===== config.mk =====
export PLATFORM = sky130hd
export DESIGN_NAME = bts_ram
export DESIGN_NICKNAME = d
export VERILOG_FILES = /design/src/hdl/assert_macros.svh /design/src/hdl/bts_ram.sv
export SDC_FILE = /design/constraint.sdc
export NUM_CORES = 1
export LEC_CHECK = 0
export BUFFER_PORTS_ARGS = -buffer_cell sky130_fd_sc_hd__buf_4
export CAP_MARGIN = 20
export CORE_ASPECT_RATIO = 0.5
export CORE_UTILIZATION = 65
export CTS_BUF_LIST = sky130_fd_sc_hd__clkbuf_2 sky130_fd_sc_hd__clkbuf_4 sky130_fd_sc_hd__clkbuf_8
export DETAILED_ROUTE_END_ITERATION = 8
export GPL_TIMING_DRIVEN = 0
export PLACE_DENSITY_LB_ADDON = 0.25
export SETUP_SLACK_MARGIN = 0.4
export SYNTH_ARGS = -nofsm -noshare
export SYNTH_HDL_FRONTEND = slang
export SYNTH_SLANG_ARGS = --single-unit

===== constraint.sdc =====
create_clock -name clk -period 2.4 [get_ports clk]
set_input_delay 0.24 -clock clk [delete_from_list [all_inputs] [get_ports clk]]
set_output_delay 0.24 -clock clk [all_outputs]
set_load 0.03 [all_outputs]

===== src/hdl/assert_macros.svh =====
// assertion helpers shared by the rtl
`ifndef ASSERT_MACROS_SVH
`define ASSERT_MACROS_SVH

// clocked property, ignored while reset is high
`define BTS_ASSERT(name, prop, msg) \
  name: assert property (@(posedge clk) disable iff (rst) prop) else $error(msg);

// condition that must never hold
`define BTS_ASSERT_NEVER(name, cond, msg) \
  `BTS_ASSERT(name, !(cond), msg)

`endif


===== src/hdl/bts_ram.sv =====
// ----------------------------------------------------------------------------
// bts_ram
// Generic one-write one-read RAM, registered read, read-before-write.
// ----------------------------------------------------------------------------
module bts_ram #(
  parameter int WIDTH = 8,
  parameter int DEPTH = 64
) (
  input  logic                     clk,
  input  logic                     we,
  input  logic [$clog2(DEPTH)-1:0] waddr,
  input  logic [WIDTH-1:0]         wdata,
  input  logic [$clog2(DEPTH)-1:0] raddr,
  output logic [WIDTH-1:0]         rdata
);

  logic [WIDTH-1:0] mem [DEPTH];

  always_ff @(posedge clk) begin
    if (we) begin
      mem[waddr] <= wdata;
    end
    rdata <= mem[raddr];
  end

endmodule


# Word-level counts from Yosys, hierarchy flattened
# Memories as Yosys holds them, arrays and structs flattened. A register that Yosys moved wholly into a read port is not among the register bits.
# Cells that the tools add are included.
[word_totals] regBits=0 ramBits=512 word_cells=3 n_memories=1
[memory_table] memory="mem" words=64 word_bits=8 read_ports=1 rd_ports_with_merged_regs=1 wr=1 line="bts_ram.sv:17" source="logic [WIDTH-1:0] mem [DEPTH];"
[classes] mux=2
[op_table] cell="$mux W1" n=2

# Depth between registers and ports, before layout
# Gate-level depths: netlist of the first run.
[depth] word_depth=2 ltp_mapped=9 ltp_nobuf=5

# Worst setup path before layout of the first run
# Ideal clock, no wire load.
[synth_path] kind="input to register" startpoint="input port raddr[1]" endpoint="register rdata[3], read port of mem" arrival_ns=1.780 t_required_ns=2.272 slack_ns=0.492 stages=7 n_path_buf=3 path_cell_list="buf_4 > buf_2 > buf_2 > mux4_2 > mux4_2 > o21ai_1 > o41ai_1"
[synth_lines] item="start: declaration" line="bts_ram.sv:13" source="input logic [$clog2(DEPTH)-1:0] raddr,"
[synth_lines] item="end: declaration" line="bts_ram.sv:14" source="output logic [WIDTH-1:0] rdata"

# Worst setup path in the final report of the first run
[layout_path] startpoint="input port waddr[2]" endpoint="memory mem[29][2] (enable)"
[layout_lines] item="start: declaration" line="bts_ram.sv:11" source="input logic [$clog2(DEPTH)-1:0] waddr,"
[layout_lines] item="end: declaration" line="bts_ram.sv:17"
# Straight into the memory's write port.

==> qor.csv, run 1 <==
metric,value,unit
outcome,completed,
GP Congestion,1.01,
Core ar.,30400,um^2
ant diodes,0,
GR Layer Usage met2,44.2,%
Max clock buf depth,3,
initial antenna violation count,1,
worst skew pair latency,0.65,ns
antenna-violating nets left,0,
Register Area,15500,um^2
required time of the critical path,2.66,ns
Min-Delay Endpoint,mem[41][7]$_DFFE_PP_,
Synth Instances,940,
minimum clock period,2.13,ns
first-pass GRT wire length,66600,um
most frequent cells after synthesis,"512 x edfxtp_1, 126 x mux4_2, 83 x nor2_1",
post-synthesis cell area,20200,um^2
Die Wd,251,um
GR Util met3,10.1,%
hold-critical path depth,1,
largest net degree at the start of global routing,65,
DRC Markers,0,
# setup viols final,0,
fmax,470,MHz
DR WL/cell,31.2,um
most frequent cell after synthesis,edfxtp_1,
hpwl dp,29100,um
final instance area,22300,um^2
vias in the first global route,10032,
layout cells sized above 1,30.4,%
synth unique cells,40,
clock sinks,520,
Max Transition Viols Final,0,
worst-path fanout max,10,
via count,10339,
Num CTS Buffers,70,
worst r2r src,mem[2][5]$_DFFE_PP_,
post-route clock skew,0.0246,ns
DIE AREA,31800,um^2
Die Y-Extent,127,um
Worst-Margin Slew,0.959,ns
register area share after synthesis,77.0,%
RSZ-0062 raised after global routing,yes,
Site Rows,45,
IO Pins,30,
largest cells by area after synthesis,"edfxtp_1 76%, mux4_2 14%, nor2_1 1.5%, mux2i_1 1.1%, dfxtp_1 0.79%",
Synth Area per Inst,21.5,um^2
Detailed Route Iter0 Violations,1395,
H-tree lvl count,3,
static leakage,6.95,nW
Layout area overhead,10.5,%
max-cap viol count,0,
Clock transition at path regs,0.07,ns
yosys warns,0,
via/cell ratio,6.97,
remaining global-route overflow,0,
multi-input logic area,4440,um^2
IO Port Bufs,21,
Nets,1058,
Worst Hold Launch,wdata[7],
GR Util met1,43.9,%
R2R setup slack,0.34,ns
VDD IR max,0.000381,V
CTS tree,yes,
Hold Path Class,input port to register,
Most Crowded Layer GR,met2,
worst reg2reg endpoint,rdata[5]$_DFF_P_,
R2R depth,4,
Fill cells,1630,
Rel. slew slack,35.9,%
Post-synth EDFFs,512,
CP endpoint kind,register,
period utilization,88.7,%
share of the synthesized area in the top cell type,76.2,%
All-Layer GR Usage,30.3,%
Final Total Pwr,17.5,mW
First-pass DRT Iterations,7,
Starting Density,66.3,%
ys flop type,edfxtp_1,
setup_tns,0,ns
top cell type by total area after synthesis,edfxtp_1,
Routed Wire Length,46300,um
Cell Pwr Density,784,nW/um^2
final cell count without fillers,1484,
DP Area,20800,um^2
critical path arrival,2.39,ns
crit path launch type,input port,
#FFs+latches synth,520,
Fin. Hold Viols,0,
net count after synthesis,962,
dpl cells,1362,
"FFs w/ async S/R, synth",0,%
critical path type,input port to register,
CTS root buf,clkbuf_8,
how the worst max path moves through the flow:
stage,start,end,slack (ns)
after global routing,waddr[1],mem[19][5]$_DFFE_PP_,0.31
final,waddr[2],mem[29][2]$_DFFE_PP_,0.27
after global placement,raddr[1],rdata[3]$_DFF_P_,-0.51
after floorplan,raddr[1],rdata[3]$_DFF_P_,0.49
after detailed placement,raddr[1],rdata[3]$_DFF_P_,-0.52
after CTS,mem[2][5]$_DFFE_PP_,rdata[5]$_DFF_P_,0.38
cell families (layout without fill, tap and decap cells):
logic type	count (synthesis)	count (layout)	share of synthesized area, %
compound gates	54	54	2.07
buf+inv	51	196	1.57
flops	520	520	77.0
mux	162	162	15.9
simple gates	153	153	3.39
cell usage in the layout (no fill, tap or decap), types with 7 or more instances in the layout:
| cell | synthesis | final |
|---|---|---|
| edfxtp_1 | 512 | 512 |
| mux4_2 | 126 | 126 |
| clkbuf_8 | 0 | 74 |
| nor2_1 | 83 | 72 |
| buf_4 | 13 | 38 |
| mux2i_1 | 23 | 23 |
| clkbuf_4 | 0 | 20 |
| nand2_1 | 19 | 19 |
| clkinv_1 | 0 | 18 |
| mux2_2 | 13 | 13 |
| nor2b_1 | 14 | 13 |
| clkbuf_1 | 17 | 12 |
| nand3_1 | 13 | 12 |
| nor2_2 | 0 | 10 |
| buf_2 | 11 | 8 |
| o22ai_1 | 8 | 8 |
| dfxtp_1 | 8 | 8 |
| nand2b_1 | 7 | 7 |
| clkinv_2 | 0 | 7 |
repair_timing:
action / CTS / global route
hold buffers: 1 / 0
pin swaps: 2 / 0
hold endpoints to repair: 2 / 0
gates resized for setup: 22 / 26
setup buffers: 0 / 0
endpoints found under the setup margin: 10 / 98
per-stage QoR:
step           setup slack [ns]  hold WS, ns  utilization (%)
2_1_floorplan             0.492        0.339                -
3_3_place_gp             -0.511        0.577             68.5
3_5_place_dp             -0.520        0.568             68.5
4_1_cts                   0.382        0.138             73.1
5_1_grt                   0.315        0.152             73.3
6_report                  0.272        0.155             73.3
worst max-delay path: stages:
cell and delay, ns:
clkbuf_1 0.39, nor2b_1 0.25, nand3_1 0.63, nor2_1 0.87
flip-flops by register name, summed over array words and instances (netlist names):
signal / flops
mem: 512
rdata: 8
routing by layer:
layer / routed length [um] / share of wire [%] / up-vias
li1: - / - / 4123
met1: 17900 / 39 / 5289
met2: 20700 / 45 / 794
met3: 6090 / 13 / 133
met4: 1610 / 3.5 / 0
met5: 0 / 0 / -
report_power, final:
group / internal [mW] / switching [mW] / leakage [nW] / total [mW]
Clock: 3.12 / 3.21 / 0.671 / 6.33
Sequential: 10.0 / 0.0186 / 4.67 / 10.1
Combinational: 0.383 / 0.688 / 1.61 / 1.07
cell type report:
| class | count | share of cell area (%) |
|---|---|---|
| plain buffers | 51 | 1.52 |
| clock buffers | 91 | 5.14 |
| clock inverters | 30 | 0.634 |
| multi-input cells | 369 | 19.9 |
| flip-flops and latches | 520 | 69.7 |
| well taps | 399 | 2.24 |
| repair buffers | 24 | 0.820 |
Power figures use the tool's default switching activity.
==> run 2: changes to the inputs <==
--- a/config.mk
+++ b/config.mk
@@ -8,12 +8,13 @@
 export BUFFER_PORTS_ARGS = -buffer_cell sky130_fd_sc_hd__buf_4
 export CAP_MARGIN = 20
 export CORE_ASPECT_RATIO = 0.5
-export CORE_UTILIZATION = 65
+export CORE_UTILIZATION = 45
 export CTS_BUF_LIST = sky130_fd_sc_hd__clkbuf_2 sky130_fd_sc_hd__clkbuf_4 sky130_fd_sc_hd__clkbuf_8
 export DETAILED_ROUTE_END_ITERATION = 8
 export GPL_TIMING_DRIVEN = 0
 export PLACE_DENSITY_LB_ADDON = 0.25
 export SETUP_SLACK_MARGIN = 0.4
+export SKIP_CTS_REPAIR_TIMING = 1
 export SYNTH_ARGS = -nofsm -noshare
 export SYNTH_HDL_FRONTEND = slang
 export SYNTH_SLANG_ARGS = --single-unit
==> run 2 against run 1 <==
The flow now finishes with violations (DRC); sequential share of layout area decreased by 1.3 points; setup slack better by 0.016 ns; utilization is 22 points lower; critical path type is now register to register; critical endpoint is now rdata[4]$_DFF_P_.
==> qor.csv, run 2 (synthesis gave the netlist of run 1 again) <==
metric,value,unit,change
All-Layer GR Usage,21.7,%,was 30.3%
IO Port Bufs,21,,unchanged
Routed Wire Length,48600,um,was 46300 um
clock sinks,520,,unchanged
worst-path fanout max,1,,was 10
DRC Markers,2,,was 0
CTS tree,yes,,unchanged
Die Y-Extent,152,um,was 127 um
hold-critical path depth,1,,unchanged
max-cap viol count,0,,unchanged
crit path launch type,register,,was input port
First-pass DRT Iterations,7,,unchanged
outcome,finished with violations,,was completed
worst skew pair latency,0.63,ns,was 0.65 ns
Num CTS Buffers,75,,was 70
period utilization,88.0,%,was 88.7%
DIE AREA,45700,um^2,was 31800 um^2
via count,9978,,was 10339
Biggest register,mem,,unchanged
"most common cell after layout, fill and taps aside",edfxtp_1,,unchanged
antenna-violating nets left,0,,unchanged
RSZ-0062 raised after global routing,yes,,unchanged
GP Congestion,0.879,,was 1.01
crit path launch,mem[21][4]$_DFFE_PP_,,was waddr[2]
Nets,1063,,was 1058
via/cell ratio,5.91,,was 6.97
first-pass GRT wire length,68900,um,was 66600 um
Max Transition Viols Final,0,,unchanged
hpwl dp,30600,um,was 29100 um
Final Total Pwr,18.2,mW,was 17.5 mW
layout cells sized above 1,30.9,%,was 30.4%
Layout area overhead,12.6,%,was 10.5%
Max clock buf depth,3,,unchanged
critical path type,register to register,,was input port to register
Clock transition at path regs,0.07,ns,about the same
"commonest non-fill, non-tap cells in the layout","512 x edfxtp_1, 126 x mux4_2, 86 x clkbuf_8",,"was 512 x edfxtp_1, 126 x mux4_2, 74 x clkbuf_8"
Site Rows,54,,was 45
Hold Path Class,input port to register,,unchanged
Fill cells,3440,,was 1630
required time of the critical path,2.86,ns,was 2.66 ns
Starting Density,45.9,%,was 66.3%
post-route clock skew,0.0176,ns,was 0.0246 ns
Worst Hold Launch,wdata[7],,unchanged
Cell Pwr Density,802,nW/um^2,was 784 nW/um^2
setup_tns,0,ns,unchanged
CTS root buf,clkbuf_8,,unchanged
largest net degree at the start of global routing,65,,unchanged
worst r2r src,mem[21][4]$_DFFE_PP_,,was mem[2][5]$_DFFE_PP_
# setup viols final,0,,unchanged
Worst-Margin Slew,1.07,ns,was 0.959 ns
R2R depth,5,,was 4
H-tree lvl count,3,,unchanged
Core ar.,43900,um^2,was 30400 um^2
CP endpoint kind,register,,unchanged
critical path arrival,2.57,ns,was 2.39 ns
ant diodes,0,,unchanged
IO Pins,30,,unchanged
initial antenna violation count,1,,unchanged
Detailed Route Iter0 Violations,1143,,was 1395
largest registers,"mem: 512 flops, rdata: 8 flops",,unchanged
VDD IR max,0.000345,V,was 0.000381 V
violations in the final reports,DRC,,
remaining global-route overflow,0,,unchanged
DR WL/cell,28.8,um,was 31.2 um
minimum clock period,2.11,ns,was 2.13 ns
Die Wd,301,um,was 251 um
vias in the first global route,9887,,was 10032
Fin. Hold Viols,0,,unchanged
Rel. slew slack,28.5,%,was 35.9%
max reg flops,512,,unchanged
static leakage,7.09,nW,was 6.95 nW
fmax,474,MHz,was 470 MHz
[run 2: path summary, 6_finish.rpt]
check	slack, ns	end
max	0.29	rdata[4]$_DFF_P_
min	0.18	mem[4][7]$_DFFE_PP_
max reg2reg	0.29	rdata[4]$_DFF_P_
min reg2reg	0.94	rdata[7]$_DFF_P_
[run 2: layout make-up]
type | count | area, um^2 | share of cell area (%)
plain buffers | 51 | 339 | 1.49
multi-input cells | 369 | 4420 | 19.5
well taps | 588 | 736 | 3.24
clock buffers | 111 | 1370 | 6.04
repair buffers | 24 | 183 | 0.804
clock inverters | 24 | 130 | 0.573
flip-flops and latches | 520 | 15500 | 68.4
[run 2: critical path: stages, from the launching register on]
cell	delay, ns
edfxtp_1	0.36
mux4_2	0.49
mux2_2	0.31
o221a_2	0.29
nor3_2	0.31
o32ai_1	0.19
[run 2: routing by layer]
layer / vias to the layer above / wire length, um / global-route usage [%]
met5: - / 0 / 0
met4: 0 / 1090 / 6.29
met3: 95 / 4240 / 5.22
met2: 476 / 22300 / 32.8
met1: 5264 / 21000 / 31.6
li1: 4143 / - / -
[run 2: metrics by stage]
step	utilization [%]	std cells	hold WS [ns]	instance area, um^2	setup WS, ns
final	51.7	1687	0.184	22700	0.289
after global routing	51.7	1687	0.178	22700	0.214
after CTS	51.4	1686	-0.0340	22600	0.00970
after detailed placement	48.0	1551	0.632	21100	-0.659
after global placement	48.0	1549	0.633	21100	-0.597
after floorplan	-	940	0.339	20200	0.492
[run 2: power breakdown]
group	switching (mW)	internal, mW
clock network	3.32	3.76
logic	0.689	0.384
registers	0.0173	10.1
total	4.03	14.2
